--- config.mk ---
export PLATFORM = sky130hd
export DESIGN_NAME = pba_div
export DESIGN_NICKNAME = d
export VERILOG_FILES = /design/src/rtl/core/pba_pkg.sv /design/src/rtl/core/pba_div.sv
export SDC_FILE = /design/constraint.sdc
export NUM_CORES = 1
export LEC_CHECK = 0
export ABC_AREA = 0
export BUFFER_PORTS_ARGS = -buffer_cell sky130_fd_sc_hd__buf_2
export CORE_MARGIN = 10
export CORE_UTILIZATION = 54
export DETAILED_ROUTE_END_ITERATION = 10
export PLACE_DENSITY = 0.86
export SKIP_LAST_GASP = 1
export SLEW_MARGIN = 10
export SYNTH_ARGS = -nofsm -noshare
export SYNTH_HDL_FRONTEND = slang
export SYNTH_SLANG_ARGS = --single-unit
--- constraint.sdc ---
create_clock -name clk -period 3.7 [get_ports clk]
set_input_delay 0.185 -clock clk [delete_from_list [all_inputs] [get_ports clk]]
set_output_delay 0.185 -clock clk [all_outputs]
set_load 0.005 [all_outputs]
--- src/rtl/core/pba_pkg.sv ---
`timescale 1ns / 1ps
`default_nettype none
// ----------------------------------------------------------------------------
// pba_pkg
// Shared types and constants of the paged block allocator: command and status
// codes, register indexes and the request and response of the shared divider.
// ----------------------------------------------------------------------------
package pba_pkg;

  // Fixed field widths.
  localparam int BS_W     = 13;  // block size register
  localparam int RES_W    = 11;  // reserved blocks register
  localparam int TOK_W    = 16;  // token counts
  localparam int DIVD_W   = 17;  // dividend of the shared divider
  localparam int DIV_CNT_W = 5;  // step counter of the divider
  localparam int BID_W    = 11;  // reported block id
  localparam int OLEN_W   = 7;   // reported list length
  localparam int OFREE_W  = 11;  // reported free count

  // Block id reported beyond the end of a list.
  localparam logic signed [BID_W-1:0] BLOCK_NONE = -11'sd1;

  // Register indexes of the configuration port.
  localparam logic REG_BLOCK_SIZE = 1'b0;
  localparam logic REG_RESERVED   = 1'b1;

  // Reset values of the registers.
  localparam logic [BS_W-1:0]  BS_RESET  = 13'd16;
  localparam logic [RES_W-1:0] RES_RESET = 11'd0;

  typedef enum logic [2:0] {
    CMD_ALLOC = 3'd0,
    CMD_FREE  = 3'd1,
    CMD_APPB  = 3'd2,
    CMD_APPT  = 3'd3,
    CMD_READ  = 3'd4
  } pba_cmd_t;

  typedef enum logic [2:0] {
    ST_OK      = 3'd0,
    ST_NOFREE  = 3'd1,
    ST_EXISTS  = 3'd2,
    ST_UNKNOWN = 3'd3,
    ST_FULL    = 3'd4,
    ST_BADCNT  = 3'd5
  } pba_status_t;

  // Request to the shared divider: start is a one-cycle pulse.
  typedef struct packed {
    logic              start;
    logic [DIVD_W-1:0] dividend;
    logic [BS_W-1:0]   divisor;
  } pba_div_req_t;

  // Response of the shared divider: done is a one-cycle pulse.
  typedef struct packed {
    logic              done;
    logic [DIVD_W-1:0] quot;
    logic [BS_W-1:0]   rem;
  } pba_div_rsp_t;

endpackage
`default_nettype wire

--- src/rtl/core/pba_div.sv ---
`timescale 1ns / 1ps
`default_nettype none
// ----------------------------------------------------------------------------
// pba_div
// Restoring divider shared by all block count computations. It produces one
// quotient bit per cycle and raises done once the last quotient bit is in.
// ----------------------------------------------------------------------------
module pba_div (
  input  wire logic                  clk,
  input  wire logic                  rst_n,
  input  wire pba_pkg::pba_div_req_t req,
  output pba_pkg::pba_div_rsp_t      rsp
);
  import pba_pkg::*;

  logic                 busy_r;
  logic                 done_r;
  logic [DIV_CNT_W-1:0] cnt_r;
  logic [DIVD_W-1:0]    quo_r;
  logic [BS_W-1:0]      rem_r;
  logic [BS_W-1:0]      dsr_r;
  logic [BS_W:0]        trial;
  logic [BS_W:0]        diff;
  logic                 ge;

  // One restoring step: shift in the next dividend bit and try to subtract.
  always_comb begin
    trial = {rem_r, quo_r[DIVD_W-1]};
    ge    = (trial >= {1'b0, dsr_r});
    diff  = trial - {1'b0, dsr_r};
  end

  // Step control.
  always_ff @(posedge clk) begin
    if (!rst_n) begin
      busy_r <= 1'b0;
      done_r <= 1'b0;
      cnt_r  <= '0;
    end else begin
      done_r <= 1'b0;
      if (req.start) begin
        busy_r <= 1'b1;
        cnt_r  <= '0;
      end else if (busy_r) begin
        cnt_r <= cnt_r + 1'b1;
        if (cnt_r == DIV_CNT_W'(DIVD_W - 1)) begin
          busy_r <= 1'b0;
          done_r <= 1'b1;
        end
      end
    end
  end

  // Quotient and remainder datapath.
  always_ff @(posedge clk) begin
    if (req.start) begin
      quo_r <= req.dividend;
      rem_r <= '0;
      dsr_r <= req.divisor;
    end else if (busy_r) begin
      quo_r <= {quo_r[DIVD_W-2:0], ge};
      rem_r <= ge ? diff[BS_W-1:0] : trial[BS_W-1:0];
    end
  end

  assign rsp.done = done_r;
  assign rsp.quot = quo_r;
  assign rsp.rem  = rem_r;

endmodule
`default_nettype wire

==> qor.txt, run 1 <==
CTS Buffer Depth - 2
Measured slew at the worst slew-check pin - 0.706 ns
Final global-route overflow total - 0
Final routed wirelength across all metal layers - 6.74 mm
Fillers - 432
Required time at the worst-slack endpoint - 3.76 ns
Fraction of post-synthesis cell area in the top cell type by area - 0.321
RSZ-0062 raised after global routing - false
Master cell of the clock root buffer - sky130_fd_sc_hd__clkbuf_8
Smallest setup slack after layout - 0.630 ns
Clock skew - 0.00956 ns
Nets@finish - 370
Overall die width - 92.1 um
Total Negative Setup Slacks - 0 ns
Die height - 92.1 um
Tot GR Track Use - 0.156
Synth Area per Inst - 10.8 um^2
Tcrit/Tclk final - 0.830
Total standard cell area after synthesis - 0.00281 mm^2
Number of max-slew violations in the final report - 0
Port Buffer Count - 63
Worst reg2reg path depth - 10
Final number of hold-violating endpoints - 0
Global-route wire length before repair - 10.9 mm
Iteration count of the initial detailed-routing pass - 5
Seq pwr share - 0.473
Antenna cell count - 0
P_int - 1010 uW
Setup bufs post-CTS - 0
Clock slew at reported path FFs - 0.09 ns
Number of flip-flops and latches in the synthesized netlist - 50
Share of total power in the clock network - 0.270
Die Outline Area - 0.00849 mm^2
Minimum period implied by the final worst setup slack - 3.07 ns
Antenna-violating nets left - 0
Endpoint kind of the worst setup timing path - flip-flop
Largest net degree at the start of global routing - 44
Net load switching power - 425 uW
Half-perimeter wire length after detailed placement - 4.95 mm
Leading area contributor after synthesis - sky130_fd_sc_hd__edfxtp_1
TritonCTS clock tree - done
Class of the tightest hold or removal check - input port to flip-flop
Switching share of total power - 0.296
Initial drt markers - 246
Post-synth EDFFs - 30
Synth warn - 0
Worst setup slack after placement - 0.665 ns
Power per Cell Area - 440 mW/mm^2
Max FO, Critical Path - 11
Most frequently used cell type in the post-synthesis netlist - sky130_fd_sc_hd__edfxtp_1
Max_cap viols - 0
Final estimated routing congestion in global placement - 0.924
Residual DRC count - 0
Max rail drop VDD - 0.000310 V
Data arrival, critical path - 3.13 ns
Via count of the first global-routing pass - 2291
Distinct cells, synth - 55
Number of cells on the worst hold path - 1
Latest clock arrival within the worst-skew pair - 0.30 ns
Fin Hold WS - 0.0508 ns
Initial Utilization - 0.554
Core area - 0.00507 mm^2
Top cell types by occurrence after synthesis - 30 x sky130_fd_sc_hd__edfxtp_1, 21 x sky130_fd_sc_hd__nor2_1, 20 x sky130_fd_sc_hd__dfxtp_1, 20 x sky130_fd_sc_hd__inv_1, 17 x sky130_fd_sc_hd__mux2_2
Max Clock Freq - 0.326 GHz
Antenna violations before repair - 0
Placement Rows - 26
Async SR Flop Fraction - 0
Per-cell routed wire length - 17.2 um
Count of final setup violators - 0
Share of cells above drive strength 1 - 0.304
H-tree depth - 2
Part of the total power dissipated in combinational logic - 0.257
Most common flop cell mapped by yosys - sky130_fd_sc_hd__edfxtp_1
Worst relative slew slack - 0.528
Via Count - 2324
Area Growth Syn to Fin - 16.0%
Final Core Density - 0.642
Boundary Pins - 64
Number of buffers inserted by hold repair at cts - 0
Via-per-instance ratio - 5.93
Top cells by area, synth - sky130_fd_sc_hd__edfxtp_1 32%, sky130_fd_sc_hd__dfxtp_1 14%, sky130_fd_sc_hd__mux2_2 6.8%
CTS buffer count - 5
Gate count of the mapped netlist - 261
Critical path launch point type - flip-flop
Register area share after synthesis - 0.463
Leakage power total - 0.00137 uW
Critical setup path kind - flip-flop to flip-flop
Number of nets produced by synthesis - 310
Run status - complete, no violations
Number of resized instances in the post-cts repair step - 0
CTS sink cnt - 50
==> critical path, cell delays in order, from the launching register on <==
cell and delay, ns:
sky130_fd_sc_hd__edfxtp_1 0.42, sky130_fd_sc_hd__inv_1 0.08, sky130_fd_sc_hd__ha_1 0.16, sky130_fd_sc_hd__inv_1 0.06
sky130_fd_sc_hd__fa_1 0.40, sky130_fd_sc_hd__a21o_2 0.26, sky130_fd_sc_hd__a221oi_4 0.35, sky130_fd_sc_hd__a21o_1 0.20
sky130_fd_sc_hd__a21o_1 0.37, sky130_fd_sc_hd__nand2_1 0.22, sky130_fd_sc_hd__mux2_2 0.31
==> placed cells by master, fill, tap and decap left out, drive strengths merged, types with 3 or more instances in the layout <==
cell type,count
ha,15
a221oi,4
dfxtp,20
and3,3
a21oi,10
xor2,5
nor2b,4
mux2,17
clkbuf,6
inv,20
a21o,8
o211ai,3
or3,3
buf,66
edfxtp,30
nor4,3
a311oi,9
o21ai,14
nand4,4
nand3,13
xnor2,6
nor2,21
nand2,10
==> power groups by stage <==
stage          Clock (uW)  Sequential, uW  Combinational, uW
6_report              387             679                369
4_1_cts               392             679                368
3_3_place_gp            0             689                354
5_1_grt               411             686                409
2_1_floorplan           0             687                259
3_5_place_dp            0             690                366
==> cell type report <==
cell class | instances | area [um^2] | area share
clock buffer | 6 | 72.6 | 0.0223
clock inverter | 2 | 37.5 | 0.0115
inverter | 20 | 75.1 | 0.0230
multi-input combinational | 178 | 1350 | 0.413
sequential | 50 | 1300 | 0.399
tap | 70 | 87.6 | 0.0269
timing repair buffer | 66 | 338 | 0.104
==> routing by layer <==
layer,vias up,GRT usage,part of all wire
met5,-,0,0
met4,0,0.0527,0.013
met3,13,0.0562,0.10
met2,120,0.252,0.47
met1,1083,0.188,0.41
li1,1108,-,-
==> worst paths after layout <==
kind | startpoint | endpoint | slack, ns
setup / recovery | quo_r[16] | quo_r[0] | 0.63
hold / removal | req[6] | dsr_r[6] | 0.05
setup reg to reg | quo_r[16] | quo_r[0] | 0.63
hold reg to reg | rem_r[5] | rem_r[5] | 0.53
==> stage by stage <==
| stage | instances | power, uW | area [um^2] |
|---|---|---|---|
| finish | 392 | 1440 | 3260 |
| global placement | 384 | 1040 | 3150 |
| global route | 392 | 1510 | 3260 |
| CTS | 392 | 1440 | 3260 |
| floorplan | 261 | 946 | 2810 |
| detailed placement | 384 | 1060 | 3150 |
==> state kept, by name, indices dropped and copies added (netlist names) <==
register and cells:
quo_r 17, dsr_r 13, rem_r 13, cnt_r 5, busy_r 1, done_r 1
==> logic make-up after synthesis <==
kind of cell,synth area share
and+or+nand+nor,0.122
AOI/OAI and AO/OA,0.178
DFF,0.463
buffers and inverters,0.0574
muxes,0.0717
adders and majority gates,0.0739
xor gates and xnor gates,0.0343
No activity file was read; power rests on OpenSTA's default activity.
==> inputs of run 2 (changes only) <==
CORE_UTILIZATION = 49   (was 54)
PLACE_DENSITY = 0.82   (was 0.86)
clock period = 2.5 ns   (was 3.7 ns; I/O delays follow)
==> run 2 against run 1 <==
The run now ends with setup timing left. Flip-flop and latch count stayed put. Cell area is 7.0% higher. Sequential power rose by 47%. Power increased by 45%. Maximum frequency rose by 23%. Combinational power increased by 64%. Via count is 1.6% higher. Register-to-register slack worse by 0.64 ns. Routed wire length is 3.6% higher. Clock skew shrank 0.00052 ns. Critical path type unchanged. Largest power group unchanged.
==> qor.txt, run 2 (synthesis results as in run 1) <==
Power per Cell Area - 597 mW/mm^2 (was 440 mW/mm^2)
Max FO, Critical Path - 5 (was 11)
Area Growth Syn to Fin - 24.1% (was 16.0%)
Final global-route overflow total - 0 (unchanged)
Number of max-slew violations in the final report - 0 (unchanged)
Cell breakdown of the critical path - inv_1 > ha_2 > inv_2 > fa_2 > a21o_4 > a221oi_4 > a21o_1 > a21o_1 > nand2_2 > mux2_4 (was inv_1 > ha_1 > inv_1 > fa_1 > a21o_2 > a221oi_4 > a21o_1 > a21o_1 > nand2_1 > mux2_2)
Critical setup path kind - flip-flop to flip-flop (unchanged)
Largest net degree at the start of global routing - 31 (was 44)
Commonest cells after routing, fill and taps aside - 63 x sky130_fd_sc_hd__buf_2, 30 x sky130_fd_sc_hd__edfxtp_1, 21 x sky130_fd_sc_hd__nor2_1 (unchanged)
Worst reg2reg path depth - 10 (unchanged)
Final routed wirelength across all metal layers - 6.98 mm (was 6.74 mm)
Count of final setup violators - 1 (was 0)
Most frequent cell on the critical path - sky130_fd_sc_hd__a21o_1
Per-cell routed wire length - 16.8 um (was 17.2 um)
Overall die width - 95.7 um (was 92.1 um)
Origin of the critical flop-to-flop path - quo_r[16] (unchanged)
Nets@finish - 391 (was 370)
Placement Rows - 27 (was 26)
Most flop-heavy register - quo_r (unchanged)
Boundary Pins - 64 (unchanged)
H-tree depth - 2 (unchanged)
Non-filler cells, final - 415 (was 392)
Via count of the first global-routing pass - 2419 (was 2291)
Final design instance area without fill - 0.00349 mm^2 (was 0.00326 mm^2)
Tcrit/Tclk final - 1.00 (was 0.830)
Endpoint kind of the worst setup timing path - flip-flop (unchanged)
Via Count - 2361 (was 2324)
Initial Utilization - 0.507 (was 0.554)
Class of the tightest hold or removal check - input port to flip-flop (unchanged)
Max incr delay on CP - 0.39 ns (was 0.42 ns)
CTS Buffer Depth - 2 (unchanged)
Final estimated routing congestion in global placement - 0.853 (was 0.924)
Share of cells above drive strength 1 - 0.344 (was 0.304)
Measured slew at the worst slew-check pin - 0.708 ns (was 0.706 ns)
Final number of hold-violating endpoints - 0 (unchanged)
Iteration count of the initial detailed-routing pass - 4 (was 5)
Slack of the worst reg-to-reg path - -0.005 ns (was 0.63 ns)
Master cell of the clock root buffer - sky130_fd_sc_hd__clkbuf_8 (unchanged)
Worst-path cell with the longest stage delay - sky130_fd_sc_hd__edfxtp_1 (unchanged)
Area of placed instances - 0.00321 mm^2 (was 0.00315 mm^2)
Latest clock arrival within the worst-skew pair - 0.31 ns (was 0.30 ns)
Max rail drop VDD - 0.000451 V (was 0.000310 V)
Largest registers - quo_r: 17 flops, dsr_r: 13 flops, rem_r: 13 flops (unchanged)
Buffer and inverter count on the worst path - 2 (unchanged)
Final Core Density - 0.630 (was 0.642)
Initial drt markers - 106 (was 246)
Most common library cell in the layout ignoring fill and taps - sky130_fd_sc_hd__buf_2 (unchanged)
Violations in the final reports - setup timing
Die Outline Area - 0.00916 mm^2 (was 0.00849 mm^2)
Dpl cells - 393 (was 384)
Antenna-violating nets left - 0 (unchanged)
RSZ-0062 raised after global routing - true (was false)
Antenna cell count - 0 (unchanged)
Max_cap viols - 0 (unchanged)
Depth of the critical timing path with buffers and inverters included - 10 (unchanged)
Critical path launch point type - flip-flop (unchanged)
Clock slew at reported path FFs - 0.09 ns (about the same)
Total power after layout - 2080 uW (was 1440 uW)
Beginning of the critical path - quo_r[16] (unchanged)
TritonCTS clock tree - done (unchanged)
Smallest setup slack after layout - -0.00505 ns (was 0.630 ns)
Capture point of the worst reg-to-reg path - quo_r[0] (unchanged)
CTS sink cnt - 50 (unchanged)
Required time at the worst-slack endpoint - 2.57 ns (was 3.76 ns)
Critical path's top delay family - compound AO/OA/AOI/OAI gates (unchanged)
Max Clock Freq - 0.399 GHz (was 0.326 GHz)
Max FFs per register - 17 (unchanged)
Critical path endpoint - quo_r[0] (unchanged)
Worst relative slew slack - 0.527 (was 0.528)
Run status - finished, violations left (was complete, no violations)
Leakage power total - 0.00146 uW (was 0.00137 uW)
Half-perimeter wire length after detailed placement - 5.27 mm (was 4.95 mm)
Minimum period implied by the final worst setup slack - 2.51 ns (was 3.07 ns)
Clock skew - 0.00904 ns (was 0.00956 ns)
Data arrival, critical path - 2.58 ns (was 3.13 ns)
Die height - 95.7 um (was 92.1 um)
Port Buffer Count - 63 (unchanged)
Antenna violations before repair - 0 (unchanged)
Residual DRC count - 0 (unchanged)
Via-per-instance ratio - 5.69 (was 5.93)
Core area - 0.00554 mm^2 (was 0.00507 mm^2)
CTS buffer count - 5 (unchanged)
Tot GR Track Use - 0.161 (was 0.156)
Global-route wire length before repair - 11.7 mm (was 10.9 mm)
run 2: timing repair:
item                       CTS  global route
pin swaps                    1             5
hold buffers                11             1
setup endpoints to repair    4            14
hold endpoints to repair    11             1
resized for setup            1            11
buffers inserted             1             1
run 2: how the worst min path moves through the flow:
| stage | from | end | slack [ns] | cells after the start |
|---|---|---|---|---|
| floorplan | req[0] | dsr_r[0] | 0.22 | 0 |
| global placement | req[4] | dsr_r[4] | 0.30 | 1 |
| detailed placement | req[10] | dsr_r[10] | 0.30 | 1 |
| CTS | req[1] | dsr_r[1] | 0.003 | 1 |
| global route | req[2] | dsr_r[2] | 0.004 | 1 |
| finish | req[2] | dsr_r[2] | 0.01 | 1 |
run 2: power breakdown:
group          internal (uW)  switching (uW)
clock                    197             278
combinational            282             322
sequential               955            50.1
run 2: metal layers:
metal	vias to the layer above	part of all wire	track usage
met5	-	0	0
met4	0	0.016	0.0577
met3	10	0.083	0.0630
met2	70	0.49	0.267
met1	1142	0.41	0.184
li1	1139	-	-
run 2: per-stage QoR:
step	hold slack, ns	TNS (ns)	worst slack [ns]
2_1_floorplan	0.224	-0.0195	-0.0195
3_3_place_gp	0.301	0	0.0605
3_5_place_dp	0.303	-0.0519	-0.0471
4_1_cts	0.00260	0	0.00711
5_1_grt	0.00388	-1.13	-0.130
6_report	0.0147	-0.00505	-0.00505
run 2: area by class of cell:
class	count	area, um^2
well taps	72	90.1
repair buffers	87	529
fillers	473	2050
flip-flops and latches	50	1300
inverters	20	75.1
clock buffers	5	68.8
clock inverters	3	21.3
multi-input cells	178	1400
==> inputs of run 3 (changes only) <==
HOLD_SLACK_MARGIN = 0.15   (was unset)
==> run 3 against run 2 <==
The run still ends with setup timing left. Sequential power about the same. Combinational power up 4.5%. Non-clock buffer count up 19. Clock power up 0.8%. Critical path depth unchanged. Maximum frequency down 0.13%. Flip-flop and latch count unchanged. Routed wire length up 6.7%. Cell area up 5.5%. Clock skew up 0.00069 ns. Utilization up 3.4 points. Final cell count up 4.6%. Critical path type unchanged. Largest cell class unchanged.
==> qor.txt, run 3 (synthesis results as in run 1) <==
Latest clock arrival within the worst-skew pair - 0.31 ns (about the same)
Max Clock Freq - 0.399 GHz (about the same)
Die height - 95.7 um (unchanged)
H-tree depth - 2 (unchanged)
Max FFs per register - 17 (unchanged)
TritonCTS clock tree - done (unchanged)
Via-per-instance ratio - 5.64 (was 5.69)
Critical path launch point type - flip-flop (unchanged)
Overall die width - 95.7 um (unchanged)
Residual DRC count - 0 (unchanged)
Power per Cell Area - 575 mW/mm^2 (was 597 mW/mm^2)
Required time at the worst-slack endpoint - 2.57 ns (about the same)
Register Area - 0.00130 mm^2 (unchanged)
Area Growth Syn to Fin - 30.9% (was 24.1%)
Worst Hold End - rem_r[9] (was dsr_r[2])
CTS Buffer Depth - 2 (unchanged)
Data arrival, critical path - 2.58 ns (about the same)
Endpoint kind of the worst setup timing path - flip-flop (unchanged)
Global-route wire length before repair - 12.5 mm (was 11.7 mm)
Worst reg2reg path depth - 10 (unchanged)
Final estimated routing congestion in global placement - 0.853 (unchanged)
Clock skew - 0.00973 ns (was 0.00904 ns)
Initial Utilization - 0.507 (unchanged)
Port Buffer Count - 63 (unchanged)
Nets@finish - 410 (was 391)
Via count of the first global-routing pass - 2501 (was 2419)
Via Count - 2449 (was 2361)
Number of cells on the worst hold path - 4 (was 1)
Total Negative Setup Slacks - -0.00820 ns (was -0.00505 ns)
Most flop-heavy register - quo_r (unchanged)
Master cell of the clock root buffer - sky130_fd_sc_hd__clkbuf_8 (unchanged)
CTS buffer count - 5 (unchanged)
Leakage power total - 0.00154 uW (was 0.00146 uW)
Final number of hold-violating endpoints - 0 (unchanged)
Max FO, Critical Path - 5 (unchanged)
Per-cell routed wire length - 17.2 um (was 16.8 um)
Largest net degree at the start of global routing - 31 (unchanged)
Tcrit/Tclk final - 1.00 (about the same)
Smallest setup slack after layout - -0.00820 ns (was -0.00505 ns)
Fin Hold WS - 0.230 ns (was 0.0147 ns)
Initial drt markers - 124 (was 106)
Worst setup slack after placement - -0.0471 ns (unchanged)
Most frequent cell on the critical path - sky130_fd_sc_hd__a21o_1 (unchanged)
Core area - 0.00554 mm^2 (unchanged)
Fillers - 447 (was 473)
Antenna cell count - 0 (unchanged)
Iteration count of the initial detailed-routing pass - 4 (unchanged)
Largest registers - quo_r: 17 flops, dsr_r: 13 flops, rem_r: 13 flops (unchanged)
Final global-route overflow total - 0 (unchanged)
Number of max-slew violations in the final report - 0 (unchanged)
Clock slew at reported path FFs - 0.09 ns (about the same)
Worst relative slew slack - 0.528 (was 0.527)
Capture point of the worst reg-to-reg path - quo_r[0] (unchanged)
Slack of the worst reg-to-reg path - -0.008 ns (was -0.005 ns)
Worst-path cell with the longest stage delay - sky130_fd_sc_hd__edfxtp_1 (unchanged)
Share of cells above drive strength 1 - 0.326 (was 0.344)
Multi-input combinational cell area - 0.00140 mm^2 (unchanged)
Placement Rows - 27 (unchanged)
Tot GR Track Use - 0.171 (was 0.161)
Minimum period implied by the final worst setup slack - 2.51 ns (about the same)
RSZ-0062 raised after global routing - true (unchanged)
Antenna violations before repair - 0 (unchanged)
Max incr delay on CP - 0.39 ns (about the same)
Hold Path Origin - req[30] (was req[2])
Commonest cells after routing, fill and taps aside - 63 x sky130_fd_sc_hd__buf_2, 31 x sky130_fd_sc_hd__dlygate4sd3_1, 30 x sky130_fd_sc_hd__edfxtp_1 (was 63 x sky130_fd_sc_hd__buf_2, 30 x sky130_fd_sc_hd__edfxtp_1, 21 x sky130_fd_sc_hd__nor2_1)
Critical setup path kind - flip-flop to flip-flop (unchanged)
Origin of the critical flop-to-flop path - quo_r[16] (unchanged)
CTS sink cnt - 50 (unchanged)
Cell breakdown of the critical path - inv_1 > ha_2 > inv_2 > fa_2 > a21o_4 > a221oi_4 > a21o_1 > a21o_1 > nand2_2 > mux2_4 (unchanged)
Boundary Pins - 64 (unchanged)
Die Outline Area - 0.00916 mm^2 (unchanged)
Total power after layout - 2120 uW (was 2080 uW)
Final routed wirelength across all metal layers - 7.45 mm (was 6.98 mm)
Measured slew at the worst slew-check pin - 0.706 ns (was 0.708 ns)
Run status - finished, violations left (unchanged)
Antenna-violating nets left - 0 (unchanged)
Max rail drop VDD - 0.000462 V (was 0.000451 V)
Max_cap viols - 0 (unchanged)
Class of the tightest hold or removal check - input port to flip-flop (unchanged)
Violations in the final reports - setup timing (unchanged)
Most common library cell in the layout ignoring fill and taps - sky130_fd_sc_hd__buf_2 (unchanged)
Half-perimeter wire length after detailed placement - 5.27 mm (unchanged)
Count of final setup violators - 1 (unchanged)
[run 3: repair_timing]
item	in CTS	in global routing
pin swaps	1	5
gates resized for setup	1	11
hold buffers	31	0
setup endpoints to repair	4	14
hold endpoints to repair	31	0
setup buffers	1	1
[run 3: worst max-delay path by stage]
stage	startpoint	endpoint
global placement	quo_r[16]	quo_r[0]
CTS	quo_r[16]	rem_r[1]
finish	quo_r[16]	quo_r[0]
global route	quo_r[16]	quo_r[0]
detailed placement	quo_r[16]	rem_r[1]
floorplan	quo_r[16]	quo_r[0]
[run 3: power breakdown]
group          internal [uW]  switching (uW)  leakage [uW]
clock                    197             282     0.0000441
sequential               955            50.9      0.000463
combinational            302             329       0.00104
[run 3: metrics by stage]
step / std cells / area [um^2] / utilization
6_report: 434 / 3680 / 0.664
3_5_place_dp: 393 / 3210 / 0.579
5_1_grt: 434 / 3680 / 0.664
4_1_cts: 433 / 3620 / 0.654
2_1_floorplan: 261 / 2820 / -
3_3_place_gp: 393 / 3210 / 0.579
[run 3: area by class of cell]
cell class | instances | share of cell area
tap | 72 | 0.0245
multi-input combinational | 178 | 0.381
inverter | 20 | 0.0204
clock inverter | 3 | 0.00578
timing repair buffer | 106 | 0.196
sequential | 50 | 0.354
clock buffer | 5 | 0.0187
[run 3: routing by layer]
metal / GRT usage / up-vias / wire, um
met2: 0.298 / 81 / 3780
met4: 0.0528 / 0 / 89
li1: - / 1185 / -
met1: 0.191 / 1175 / 2940
met3: 0.0623 / 8 / 649
met5: 0 / - / 0
[run 3: worst max-delay path: cells and delay by family, from the launching register on]
kind / cells / cell delay [ns]
muxes: 1 / 0.29
buffers and inverters: 2 / 0.11
DFF: 1 / 0.39
and+or+nand+nor: 1 / 0.11
AOI/OAI and AO/OA: 4 / 0.83
adders and majority gates: 2 / 0.56
